===== src/hdl/dtq_pkg.sv =====
// Shared constants, types and helpers for the deadline timer queue.
package dtq_pkg;

    localparam int QUEUE_DEPTH = 16;
    localparam int TIME_BITS   = 32;
    localparam int TAG_BITS    = 8;
    localparam int DELAY_BITS  = 16;
    localparam int KIND_BITS   = 2;
    localparam int PEND_BITS   = 5;
    localparam int CNT_BITS    = $clog2(QUEUE_DEPTH + 1);
    // second queue slot, used for look-ahead on the next due job
    localparam int NEXT_IDX    = (QUEUE_DEPTH > 1) ? 1 : 0;

    localparam logic CMD_SCHEDULE = 1'b0;
    localparam logic CMD_TICK     = 1'b1;

    localparam logic [KIND_BITS-1:0] KIND_FIRED    = 2'd0;
    localparam logic [KIND_BITS-1:0] KIND_ACCEPTED = 2'd1;
    localparam logic [KIND_BITS-1:0] KIND_REJECTED = 2'd2;
    localparam logic [KIND_BITS-1:0] KIND_IDLE     = 2'd3;

    typedef enum logic [2:0] {
        ST_IDLE,
        ST_DUE,
        ST_CMP,
        ST_INS,
        ST_REJ,
        ST_ADV,
        ST_CHK
    } dtq_state_t;

    typedef struct packed {
        logic load;
        logic calc_due;
        logic compare;
        logic insert;
        logic reject;
        logic adv_time;
        logic pop;
        logic idle_tick;
    } dtq_cmd_t;

    typedef struct packed {
        logic full;
        logic head_due;
        logic more_due;
        logic out_free;
    } dtq_status_t;

    // a strictly before b, wrap-safe
    function automatic logic time_before(input logic [TIME_BITS-1:0] a,
                                         input logic [TIME_BITS-1:0] b);
        logic [TIME_BITS-1:0] diff;
        diff = a - b;
        return diff[TIME_BITS-1];
    endfunction

endpackage


===== src/hdl/dtq_if.sv =====
// Request and result channel interfaces.
interface dtq_in_if;
    logic                           valid;
    logic                           ready;
    logic                           command;
    logic [dtq_pkg::TAG_BITS-1:0]   job_tag;
    logic [dtq_pkg::DELAY_BITS-1:0] delay;

    modport source (output valid, output command, output job_tag, output delay,
                    input ready);
    modport sink (input valid, input command, input job_tag, input delay,
                  output ready);
endinterface

interface dtq_out_if;
    logic                          valid;
    logic                          ready;
    logic [dtq_pkg::KIND_BITS-1:0] kind;
    logic [dtq_pkg::TAG_BITS-1:0]  fired_tag;
    logic [dtq_pkg::PEND_BITS-1:0] pending;
    logic                          last;

    modport source (output valid, output kind, output fired_tag, output pending,
                    output last, input ready);
    modport sink (input valid, input kind, input fired_tag, input pending,
                  input last, output ready);
endinterface


===== src/hdl/dtq_ctrl.sv =====
// Sequencing state machine for schedule and tick commands.
module dtq_ctrl (
    input  logic                 clk,
    input  logic                 rst_n,
    input  logic                 in_valid,
    input  logic                 in_command,
    output logic                 in_ready,
    input  dtq_pkg::dtq_status_t status,
    output dtq_pkg::dtq_cmd_t    cmd
);

    dtq_pkg::dtq_state_t state_reg;
    dtq_pkg::dtq_state_t state_next;

    always_ff @(posedge clk or negedge rst_n)
    begin
        if (!rst_n)
        begin
            state_reg <= dtq_pkg::ST_IDLE;
        end
        else
        begin
            state_reg <= state_next;
        end
    end

    always_comb
    begin
        state_next = state_reg;
        case (state_reg)
            dtq_pkg::ST_IDLE:
            begin
                if (in_valid)
                begin
                    if (in_command == dtq_pkg::CMD_TICK)
                    begin
                        state_next = dtq_pkg::ST_ADV;
                    end
                    else if (status.full)
                    begin
                        state_next = dtq_pkg::ST_REJ;
                    end
                    else
                    begin
                        state_next = dtq_pkg::ST_DUE;
                    end
                end
            end
            dtq_pkg::ST_DUE: state_next = dtq_pkg::ST_CMP;
            dtq_pkg::ST_CMP: state_next = dtq_pkg::ST_INS;
            dtq_pkg::ST_INS,
            dtq_pkg::ST_REJ:
            begin
                if (status.out_free)
                begin
                    state_next = dtq_pkg::ST_IDLE;
                end
            end
            dtq_pkg::ST_ADV: state_next = dtq_pkg::ST_CHK;
            dtq_pkg::ST_CHK:
            begin
                // leave once the final result of the tick is written
                if (status.out_free && (!status.head_due || !status.more_due))
                begin
                    state_next = dtq_pkg::ST_IDLE;
                end
            end
            default: state_next = dtq_pkg::ST_IDLE;
        endcase
    end

    always_comb
    begin
        in_ready = 1'b0;
        cmd      = '0;
        case (state_reg)
            dtq_pkg::ST_IDLE:
            begin
                in_ready = 1'b1;
                cmd.load = in_valid;
            end
            dtq_pkg::ST_DUE: cmd.calc_due = 1'b1;
            dtq_pkg::ST_CMP: cmd.compare  = 1'b1;
            dtq_pkg::ST_INS: cmd.insert   = status.out_free;
            dtq_pkg::ST_REJ: cmd.reject   = status.out_free;
            dtq_pkg::ST_ADV: cmd.adv_time = 1'b1;
            dtq_pkg::ST_CHK:
            begin
                cmd.pop       = status.out_free && status.head_due;
                cmd.idle_tick = status.out_free && !status.head_due;
            end
            default:
            begin
                in_ready = 1'b0;
            end
        endcase
    end

    // only one datapath action per cycle
    assert property (@(posedge clk) disable iff (!rst_n)
        $onehot0({cmd.load, cmd.calc_due, cmd.compare, cmd.insert, cmd.reject,
                  cmd.adv_time, cmd.pop, cmd.idle_tick}))
        else $error("dtq_ctrl: overlapping datapath commands");

    // a schedule is never inserted into a full queue
    assert property (@(posedge clk) disable iff (!rst_n)
        cmd.insert |-> !status.full)
        else $error("dtq_ctrl: insert while full");

    // a tick always advances time before checking the head
    assert property (@(posedge clk) disable iff (!rst_n)
        (state_reg == dtq_pkg::ST_CHK && $past(state_reg) != dtq_pkg::ST_CHK)
            |-> $past(cmd.adv_time))
        else $error("dtq_ctrl: head check without time advance");

endmodule


===== src/hdl/dtq_datapath.sv =====
// Sorted job queue, time counter and result register.
module dtq_datapath (
    input  logic                             clk,
    input  logic                             rst_n,
    input  dtq_pkg::dtq_cmd_t                cmd,
    output dtq_pkg::dtq_status_t             status,
    input  logic [dtq_pkg::TAG_BITS-1:0]     job_tag,
    input  logic [dtq_pkg::DELAY_BITS-1:0]   delay,
    dtq_out_if.source                        rsp
);

    localparam int Q = dtq_pkg::QUEUE_DEPTH;

    logic [dtq_pkg::TAG_BITS-1:0]   tag_reg;
    logic [dtq_pkg::DELAY_BITS-1:0] delay_reg;
    logic [dtq_pkg::TIME_BITS-1:0]  due_reg;
    logic [dtq_pkg::TIME_BITS-1:0]  time_reg;
    logic [dtq_pkg::CNT_BITS-1:0]   count_reg;
    logic [dtq_pkg::CNT_BITS-1:0]   count_next;
    logic [Q-1:0]                   hit_reg;
    logic [Q-1:0]                   hit_next;
    logic [Q-1:0]                   ge;
    logic [Q-1:0]                   ins_at;
    logic                           any_hit;

    logic [dtq_pkg::TIME_BITS-1:0]  dl_reg  [Q];
    logic [dtq_pkg::TIME_BITS-1:0]  dl_next [Q];
    logic [dtq_pkg::TAG_BITS-1:0]   tg_reg  [Q];
    logic [dtq_pkg::TAG_BITS-1:0]   tg_next [Q];

    logic                           out_valid_reg;
    logic [dtq_pkg::KIND_BITS-1:0]  out_kind_reg;
    logic [dtq_pkg::TAG_BITS-1:0]   out_tag_reg;
    logic [dtq_pkg::PEND_BITS-1:0]  out_pend_reg;
    logic                           out_last_reg;
    logic                           emit;

    // per-entry compare: new deadline strictly before stored one
    always_comb
    begin
        for (int i = 0; i < Q; i++)
        begin
            hit_next[i] = (dtq_pkg::CNT_BITS'(i) < count_reg)
                          && dtq_pkg::time_before(due_reg, dl_reg[i]);
        end
    end

    // ge marks the first hit and everything after it
    always_comb
    begin
        ge[0] = hit_reg[0];
        for (int i = 1; i < Q; i++)
        begin
            ge[i] = ge[i-1] | hit_reg[i];
        end
        any_hit   = ge[Q-1];
        ins_at[0] = ge[0] | (!any_hit && count_reg == '0);
        for (int i = 1; i < Q; i++)
        begin
            ins_at[i] = (ge[i] & ~ge[i-1])
                        | (!any_hit && dtq_pkg::CNT_BITS'(i) == count_reg);
        end
    end

    always_comb
    begin
        dl_next    = dl_reg;
        tg_next    = tg_reg;
        count_next = count_reg;
        if (cmd.insert)
        begin
            for (int i = 1; i < Q; i++)
            begin
                if (ge[i-1])
                begin
                    dl_next[i] = dl_reg[i-1];
                    tg_next[i] = tg_reg[i-1];
                end
            end
            for (int i = 0; i < Q; i++)
            begin
                if (ins_at[i])
                begin
                    dl_next[i] = due_reg;
                    tg_next[i] = tag_reg;
                end
            end
            count_next = count_reg + 1'b1;
        end
        else if (cmd.pop)
        begin
            for (int i = 0; i < Q - 1; i++)
            begin
                dl_next[i] = dl_reg[i+1];
                tg_next[i] = tg_reg[i+1];
            end
            count_next = count_reg - 1'b1;
        end
    end

    always_ff @(posedge clk)
    begin
        dl_reg <= dl_next;
        tg_reg <= tg_next;
        if (cmd.load)
        begin
            tag_reg   <= job_tag;
            delay_reg <= delay;
        end
        if (cmd.calc_due)
        begin
            due_reg <= time_reg + dtq_pkg::TIME_BITS'(delay_reg);
        end
        if (cmd.compare)
        begin
            hit_reg <= hit_next;
        end
    end

    always_ff @(posedge clk or negedge rst_n)
    begin
        if (!rst_n)
        begin
            time_reg  <= '0;
            count_reg <= '0;
        end
        else
        begin
            count_reg <= count_next;
            if (cmd.adv_time)
            begin
                time_reg <= time_reg + 1'b1;
            end
        end
    end

    assign status.full     = (count_reg == dtq_pkg::CNT_BITS'(Q));
    assign status.head_due = (count_reg != '0)
                             && dtq_pkg::time_before(dl_reg[0], time_reg);
    assign status.more_due = (count_reg > dtq_pkg::CNT_BITS'(1))
                             && dtq_pkg::time_before(dl_reg[dtq_pkg::NEXT_IDX], time_reg);
    assign status.out_free = !out_valid_reg || rsp.ready;

    assign emit = cmd.insert || cmd.reject || cmd.pop || cmd.idle_tick;

    always_ff @(posedge clk or negedge rst_n)
    begin
        if (!rst_n)
        begin
            out_valid_reg <= 1'b0;
        end
        else if (emit)
        begin
            out_valid_reg <= 1'b1;
        end
        else if (rsp.ready)
        begin
            out_valid_reg <= 1'b0;
        end
    end

    always_ff @(posedge clk)
    begin
        if (emit)
        begin
            out_pend_reg <= dtq_pkg::PEND_BITS'(count_next);
            if (cmd.insert)
            begin
                out_kind_reg <= dtq_pkg::KIND_ACCEPTED;
                out_tag_reg  <= tag_reg;
                out_last_reg <= 1'b1;
            end
            else if (cmd.pop)
            begin
                out_kind_reg <= dtq_pkg::KIND_FIRED;
                out_tag_reg  <= tg_reg[0];
                out_last_reg <= !status.more_due;
            end
            else if (cmd.reject)
            begin
                out_kind_reg <= dtq_pkg::KIND_REJECTED;
                out_tag_reg  <= '0;
                out_last_reg <= 1'b1;
            end
            else
            begin
                out_kind_reg <= dtq_pkg::KIND_IDLE;
                out_tag_reg  <= '0;
                out_last_reg <= 1'b1;
            end
        end
    end

    assign rsp.valid     = out_valid_reg;
    assign rsp.kind      = out_kind_reg;
    assign rsp.fired_tag = out_tag_reg;
    assign rsp.pending   = out_pend_reg;
    assign rsp.last      = out_last_reg;

    assert property (@(posedge clk) disable iff (!rst_n)
        count_reg <= dtq_pkg::CNT_BITS'(Q))
        else $error("dtq_datapath: queue count overflow");

    assert property (@(posedge clk) disable iff (!rst_n)
        cmd.pop |=> count_reg == $past(count_reg) - 1'b1)
        else $error("dtq_datapath: pop did not decrement count");

    // a held result is never overwritten
    assert property (@(posedge clk) disable iff (!rst_n)
        (out_valid_reg && !rsp.ready) |-> !emit)
        else $error("dtq_datapath: result overwritten while stalled");

endmodule


===== src/hdl/deadline_timer_queue.sv =====
// Deadline timer queue top level: controller plus datapath.
// Schedule: the transfer is latched, then the deadline add, compare and insert steps produce the result.
// Tick: time advance, then head check; fired jobs leave the head one per cycle while the result register is free.
// One command is in flight at a time; a new one is taken while the last result waits.
// Reset clears time, job count and handshake state; queue entries are not cleared.
module deadline_timer_queue (
    input  logic      clk,
    input  logic      rst_n,
    dtq_in_if.sink    req,
    dtq_out_if.source rsp
);

    dtq_pkg::dtq_cmd_t    cmd;
    dtq_pkg::dtq_status_t status;
    logic                 in_ready;

    assign req.ready = in_ready;

    dtq_ctrl u_ctrl (
        .clk        (clk),
        .rst_n      (rst_n),
        .in_valid   (req.valid),
        .in_command (req.command),
        .in_ready   (in_ready),
        .status     (status),
        .cmd        (cmd)
    );

    dtq_datapath u_datapath (
        .clk     (clk),
        .rst_n   (rst_n),
        .cmd     (cmd),
        .status  (status),
        .job_tag (req.job_tag),
        .delay   (req.delay),
        .rsp     (rsp)
    );

endmodule


===== src/flat_wrapper.sv =====
// flat-port wrapper written by rule: the top's interface ports become plain ports
module deadline_timer_queue_flat 
  (clk, rst_n, req_valid, req_command, req_job_tag, req_delay, req_ready, rsp_valid, rsp_kind, rsp_fired_tag, rsp_pending, rsp_last, rsp_ready);
  dtq_in_if req_i ();
  dtq_out_if rsp_i ();
  input  logic clk;
  input  logic rst_n;
  input wire logic [$bits(req_i.valid)-1:0] req_valid;
  input wire logic [$bits(req_i.command)-1:0] req_command;
  input wire logic [$bits(req_i.job_tag)-1:0] req_job_tag;
  input wire logic [$bits(req_i.delay)-1:0] req_delay;
  output wire logic [$bits(req_i.ready)-1:0] req_ready;
  output wire logic [$bits(rsp_i.valid)-1:0] rsp_valid;
  output wire logic [$bits(rsp_i.kind)-1:0] rsp_kind;
  output wire logic [$bits(rsp_i.fired_tag)-1:0] rsp_fired_tag;
  output wire logic [$bits(rsp_i.pending)-1:0] rsp_pending;
  output wire logic [$bits(rsp_i.last)-1:0] rsp_last;
  input wire logic [$bits(rsp_i.ready)-1:0] rsp_ready;
  assign req_i.valid = req_valid;
  assign req_i.command = req_command;
  assign req_i.job_tag = req_job_tag;
  assign req_i.delay = req_delay;
  assign req_ready = req_i.ready;
  assign rsp_valid = rsp_i.valid;
  assign rsp_kind = rsp_i.kind;
  assign rsp_fired_tag = rsp_i.fired_tag;
  assign rsp_pending = rsp_i.pending;
  assign rsp_last = rsp_i.last;
  assign rsp_i.ready = rsp_ready;
  deadline_timer_queue u_core (.clk(clk), .rst_n(rst_n), .req(req_i), .rsp(rsp_i));
endmodule

===== config.mk =====
export PLATFORM = sky130hd
export DESIGN_NAME = deadline_timer_queue_flat
export DESIGN_NICKNAME = d
export VERILOG_FILES = /design/src/hdl/dtq_pkg.sv /design/src/hdl/dtq_if.sv /design/src/hdl/dtq_ctrl.sv /design/src/hdl/dtq_datapath.sv /design/src/hdl/deadline_timer_queue.sv /design/src/flat_wrapper.sv
export SDC_FILE = /design/constraint.sdc
export NUM_CORES = 2
export LEC_CHECK = 0
export ABC_AREA = 1
export BUFFER_PORTS_ARGS = -buffer_cell sky130_fd_sc_hd__buf_2
export CAP_MARGIN = 20
export CORE_MARGIN = 5
export CORE_UTILIZATION = 50
export CTS_BUF_LIST = sky130_fd_sc_hd__clkbuf_8
export CTS_CLUSTER_SIZE = 14
export DETAILED_ROUTE_END_ITERATION = 8
export GPL_TIMING_DRIVEN = 0
export PLACE_DENSITY = 0.64
export SYNTH_ARGS = -nofsm -noshare
export SYNTH_HDL_FRONTEND = slang
export SYNTH_SLANG_ARGS = --single-unit

===== constraint.sdc =====
create_clock -name clk -period 7.01 [get_ports clk]
set_input_delay 0.701 -clock clk [delete_from_list [all_inputs] [get_ports clk]]
set_output_delay 0.701 -clock clk [all_outputs]
set_load 0.01 [all_outputs]

## Word level (Yosys, flattened, before mapping)

Index checks and enable logic that the tools add are counted.

| word-level totals | value |
|---|---|
| register bits | 769 |
| bits in latches | 0 |
| memory bits (writable) | 0 |
| bits in read-only memories | 0 |
| input bits | 29 |
| output and inout port bits | 18 |
| memories kept | 0 |

| cells by class | value |
|---|---|
| add/subtract/negate cells | 22 |
| multipliers | 0 |
| div/mod/pow operators | 0 |
| order comparisons | 17 |
| equality and inequality tests | 40 |
| shift-type cells | 0 |
| mux-type cells | 88 |
| bitwise logic cells | 62 |
| reductions and logical operators | 72 |

Operators with widths:

| kind | number |
|---|---|
| $mux 32 | 31 |
| $mux 480 | 2 |
| $sub 32x32->32 | 18 |
| $mux 8 | 33 |
| $mux 120 | 2 |
| $ne 3x1->1 const B | 14 |
| $eq 4x5->1 const A | 8 |
| $lt 4x5->1 const A | 8 |
| $logic_and 1x1->1 | 37 |
| $add 32x1->32 const B | 1 |
| $add 32x16->32 | 1 |
| $reduce_and 2->1 | 16 |
| $or 1x1->1 | 31 |
| $eq 3x5->1 const A | 4 |
| $lt 3x5->1 const A | 4 |
| $pmux 3 s6 | 1 |
| $not 1->1 | 16 |
| $and 1x1->1 | 15 |
| $mux 3 | 5 |
| $mux 1 | 11 |
| $eq 2x5->1 const A | 2 |
| $lt 1x5->1 const A | 2 |
| $lt 2x5->1 const A | 2 |
| $mux 5 | 2 |
| other kinds (19) | 35 |

## Depth between registers and ports, before layout

| logic depth | value |
|---|---|
| word-level depth | 20 |
| gate-level depth with buffers | 19 |
| mapped depth without buffers | 18 |

## By module

Synthesis repeated with hierarchy kept, for this count alone.

| second synthesis, totals | value |
|---|---|
| cells, all modules | 6743 |
| area, all modules | 53989.3 um^2 |

Modules (own cells, without submodules):

| module | times used | cells an instance | area each (um^2) |
|---|---|---|---|
| dtq_datapath | 1 | 6692 | 53707.8 |
| dtq_ctrl | 1 | 51 | 281.5 |

## Least setup slack after synthesis

Ideal clock, no wire load.

| timing | value |
|---|---|
| path type | reg2reg |
| from | reg u_core.u_datapath.count_reg[0] in the netlist's numbering |
| to | reg u_core.u_datapath.dl_reg[32] in the netlist's numbering, enable pin |
| library setup time | 0.493 ns |
| data arrival time | 4.475 ns |
| required time | 6.517 ns |
| setup slack | 2.042 ns |
| stages on the path, launching flop included | 10 |
| buffers on the path | 1 |
| clock period less this slack | 4.968 ns |
| cell sequence | dfrtp_1 inv_1 ha_1 inv_1 nor3_1 nand2_1 nand2_1 clkbuf_1 nor3_1 o21ai_0 |

| on the way | value |
|---|---|
| longest elaborated chain between the ends | 6 |
| elaborated cells between the ends (all ways) | 10 |
| those cells by class | eq/ne: 2; mux: 1; bitwise: 1; reduce/logical: 6 |

RTL lines:

| item | RTL line | text |
|---|---|---|
| start, declared | dtq_datapath.sv:18 | `logic [dtq_pkg::CNT_BITS-1:0] count_reg;` |
| start signal, assigned | dtq_datapath.sv:129 | `count_reg <= count_next;` |
| branches (longest 5 deep; another with $eq 4x5->1) | n/a |  |
| $reduce_and 2->1 (no source line) * | n/a |  |
| end signal, assigned | dtq_datapath.sv:103 | `dl_reg <= dl_next;` |
| end, declared | dtq_datapath.sv:26 | `logic [dtq_pkg::TIME_BITS-1:0] dl_reg [Q];` |

Every way passes the cells marked *.
A chain may end at the register's enable or synchronous reset.

## Worst setup path in the final report

| timing | value |
|---|---|
| from | reg u_core.u_datapath.hit_reg[0] |
| to | reg u_core.u_datapath.tg_reg[21] in the netlist's numbering, enable pin |

| on the way | value |
|---|---|
| longest elaborated chain between the ends | 20 |
| elaborated cells between the ends (all ways) | 22 |
| those cells by class | eq/ne: 1; bitwise: 18; reduce/logical: 3 |

RTL lines:

| item | RTL line | text |
|---|---|---|
| start, declared | dtq_datapath.sv:20 | `logic [Q-1:0] hit_reg;` |
| start signal, assigned | dtq_datapath.sv:116 | `hit_reg <= hit_next;` |
| $or 1x1->1 * (12 in series) | dtq_datapath.sv:54 | `ge[i] = ge[i-1] \| hit_reg[i];` |
| $or 1x1->1 (3 in series) | dtq_datapath.sv:54 |  |
| $logic_not 1->1 | dtq_datapath.sv:61 | `\| (!any_hit && dtq_pkg::CNT_BITS'(i) == count_reg);` |
| $logic_and 1x1->1 | dtq_datapath.sv:61 |  |
| $or 1x1->1 | dtq_datapath.sv:61 |  |
| $ne 3x1->1 (no source line) * | n/a |  |
| $reduce_and 2->1 (no source line) * | n/a |  |
| end signal, assigned | dtq_datapath.sv:104 | `tg_reg <= tg_next;` |
| end, declared | dtq_datapath.sv:28 | `logic [dtq_pkg::TAG_BITS-1:0] tg_reg [Q];` |

Every way passes the cells marked *; elsewhere a longest branch is shown, timed or not.

==> impl_results.md <==
* Outcome: finished clean
* Dominant cells by area after synthesis: edfxtp_1 41%, nand2_1 14%, ha_1 13%
* Critical Path RT at 7.51 ns
* HP Class: in2reg
* M1 GR Usage at 42.9%
* Top_reg_cell synth: edfxtp_1
* Mean number of vias per cell at roughly 5.7
* DRC viols at 0
* Die H at 338 µm
* Total GRT Usage at 29.6%
* Setup WS post-layout at 2.62 ns
* Die span in x at around 340 µm
* Sink Count at 769
* Clk_lat worst skew at 0.85 ns
* HPWL Detailed at about 140,000 µm
* DR vias at between 40,000 and 50,000
* First-pass GRT wire length at between 200,000 and 300,000 µm
* # fillers at a little over 10,000
* Setup TNS Final at 0 ns
* Critical path launch point type: register
* Met2 GRT Util at 45.8%
* Die ar. at 115,000 µm²
* Std-Cell Rows at 120
* Arr. time, crit path at 4.89 ns
* Routed Wire Length at 175,000 µm
* Synth cell types at 38
* Synth warnings at 0
* Rel. slew slack at 23.0%
* CP max stage cell: nand2_1
* Worst IR drop on VDD at 0.201 mV
* Global route overflow at 0
* Seq/Total Area, Yosys at 42.4%
* ANT nets after route at 0
* Final worst path period share at 62.6%
* Syn avg cell area at 7.96 µm²
* Post-synth EDFFs at 728
* CTS buffer count at 147
* Max Buffers Root-to-Sink at 3
* GP Congestion at 0.941
* Layout area overhead at 10.2%
* Crit Path Class: reg2reg
* Mapped Cells at 6,778
* Final setup vio count at 0
* Starting density of the core at 50.4%
* Fin crit period at between 4 and 5 ns
* Vias in the first global route at 47,800
* Crit path max fanout at 32
* Syn nets at 7,370
* Clock slew at reported path FFs at 0.06 ns
* WL per Instance at 20.5 µm
* PwrDens at 420 nW/µm²
* GR Util met3 at 4.48%
* Max reg flops at about 510
* Synth top area share at about two fifths
* Largest net degree at the start of global routing at 42
* Max incr delay on CP at roughly 0.63 ns
* Most frequent cells after synthesis: 2,055 x nand2_1, 1,125 x nand3_1, 814 x inv_1, 728 x edfxtp_1, 562 x ha_1
* FF+latch count, synth at 769
* Worst-margin pin slew at 1.16 ns
* Fin. max-slew vios at 0
* Mapped Area at roughly 54,000 µm²
* Leakage at 28.0 nW
* RSZ-0062 raised after global routing: false
* Crit. End Element: register
* Final Skew at 0.0460 ns
* Port Buffers at between 40 and 50
* Final #Nets at 7,614
* Async set or reset register ratio after synthesis at 5.33%
* # Post-CTS Setup Buffers at 0
* F_max at 228 MHz
* H-tree Lvls at 4
* Drt first pass iters at 6
* Total power at 25.0 mW
* Worst slack at placement at 2.76 ns
* Count leader, synth: nand2_1
* CP Cell Sequence: nor2_2, nand4_1, nor2_2, nand4_2, nor2_4, nand4_2, nor2_4, nand4_1, nand2_1, buf_2, o21ai_1, nand2_2, buf_12
* I/O pin count at 47
* Core area at 107,000 µm²
* CTS Root Cell: clkbuf_8
* DRT iter0 DRCs at 5,414
* Final Hold Vio Count at 0
* Area leader, netlist: edfxtp_1
* CTS tree: yes
* Antenna violations before repair at 7
* Max-cap violations at 0
* Fraction of layout cells with a size suffix above 1 at 5.02%
* Top Usage Layer GRT: met2
-- layer usage --
| metal | vias to the layer above | routed length (µm) |
|---|---|---|
| li1 | 23400 | - |
| met1 | 23100 | 80200 |
| met2 | 1934 | 75800 |
| met3 | 346 | 13800 |
| met4 | 4 | 5180 |
| met5 | - | 24 |
-- cell type report --
class	instances	area (µm²)	area share [%]
clock buffer	164	2260	3.80
buffer	361	1470	2.47
clock inverter	95	430	0.724
sequential	769	22900	38.5
antenna	3	7.51	0.0126
tap	1403	1760	2.95
inverter	817	3070	5.16
timing repair buffer	95	986	1.66
multi-input combinational	4831	26600	44.7
-- critical path, delay by kind of cell, from the launching register on --
| kind | cells | cell delay (ns) |
|---|---|---|
| buffers and inverters | 2 | 0.58 |
| DFF | 1 | 0.44 |
| AOI/OAI and AO/OA | 1 | 0.10 |
| and+or+nand+nor | 10 | 2.85 |
-- worst paths after layout --
kind,slack (ns),start,endpoint,cells past startpoint
min in group asynchronous,0.32,rst_n,u_core.u_datapath.time_reg[27],2
hold reg to reg,0.51,u_core.u_datapath.time_reg[23],u_core.u_datapath.time_reg[23],1
max in group asynchronous,6.12,rst_n,u_core.u_datapath.time_reg[4],3
hold / removal,0.11,req_delay[7],u_core.u_datapath.delay_reg[7],1
setup / recovery,2.62,u_core.u_datapath.hit_reg[0],u_core.u_datapath.tg_reg[21],13
setup reg to reg,2.62,u_core.u_datapath.hit_reg[0],u_core.u_datapath.tg_reg[21],13
-- per-stage QoR --
stage | area [µm²] | cells | utilization, % | hold WS (ns)
after floorplan | 53900 | 6778 | - | 0.405
after global placement | 55900 | 8227 | 52.2 | 0.480
after detailed placement | 56600 | 8257 | 52.8 | 0.497
after CTS | 59400 | 8533 | 55.5 | 0.0275
after global routing | 59400 | 8536 | 55.5 | 0.0665
final | 59500 | 8538 | 55.5 | 0.112
-- cells in the final DEF (no fill, tap or decap), types with 5 or more instances in the layout --
| cell | instances |
|---|---|
| o31ai_1 | 16 |
| nor4_1 | 16 |
| o2111ai_1 | 5 |
| nor2_1 | 134 |
| nor2_2 | 5 |
| clkbuf_8 | 164 |
| buf_4 | 10 |
| clkinv_2 | 10 |
| o21ai_0 | 218 |
| nand2_2 | 15 |
| o21ai_1 | 15 |
| o211ai_1 | 24 |
| dlygate4sd3_1 | 18 |
| inv_1 | 861 |
| ha_1 | 562 |
| nand2_1 | 2041 |
| o21a_1 | 25 |
| clkinv_1 | 34 |
| a211oi_1 | 12 |
| nand4_1 | 72 |
| nand3_1 | 1125 |
| buf_1 | 16 |
| buf_6 | 5 |
| buf_2 | 99 |
| o221ai_1 | 19 |
| clkbuf_1 | 281 |
| xnor2_1 | 13 |
| xor2_1 | 80 |
| a21oi_1 | 358 |
| nand4_2 | 9 |
| buf_12 | 17 |
| nor3_1 | 49 |
| buf_8 | 5 |
| dfrtp_1 | 41 |
| edfxtp_1 | 728 |
-- repair_timing --
action,in CTS,in global routing
endpoints found under the hold margin,17,9
hold buffers,17,1
resized for setup,0,0
-- kinds of logic (layout without fill, tap and decap cells) --
logic type	after synthesis	in the layout	synth area share (%)
adder cells (fa/ha/maj)	563	563	13.1
XOR/XNOR	93	93	1.51
other	0	3	0
AND/OR/NAND/NOR	3473	3473	27.5
buffers and inverters	1178	1532	8.40
AO/OA/AOI/OAI	702	702	7.06
flip-flops	769	769	42.4
-- power by group --
group	internal (mW)	switching, mW
clock network	2.20	2.08
registers	7.58	1.38
logic	3.89	7.87
(Power assumes the default switching activity.)
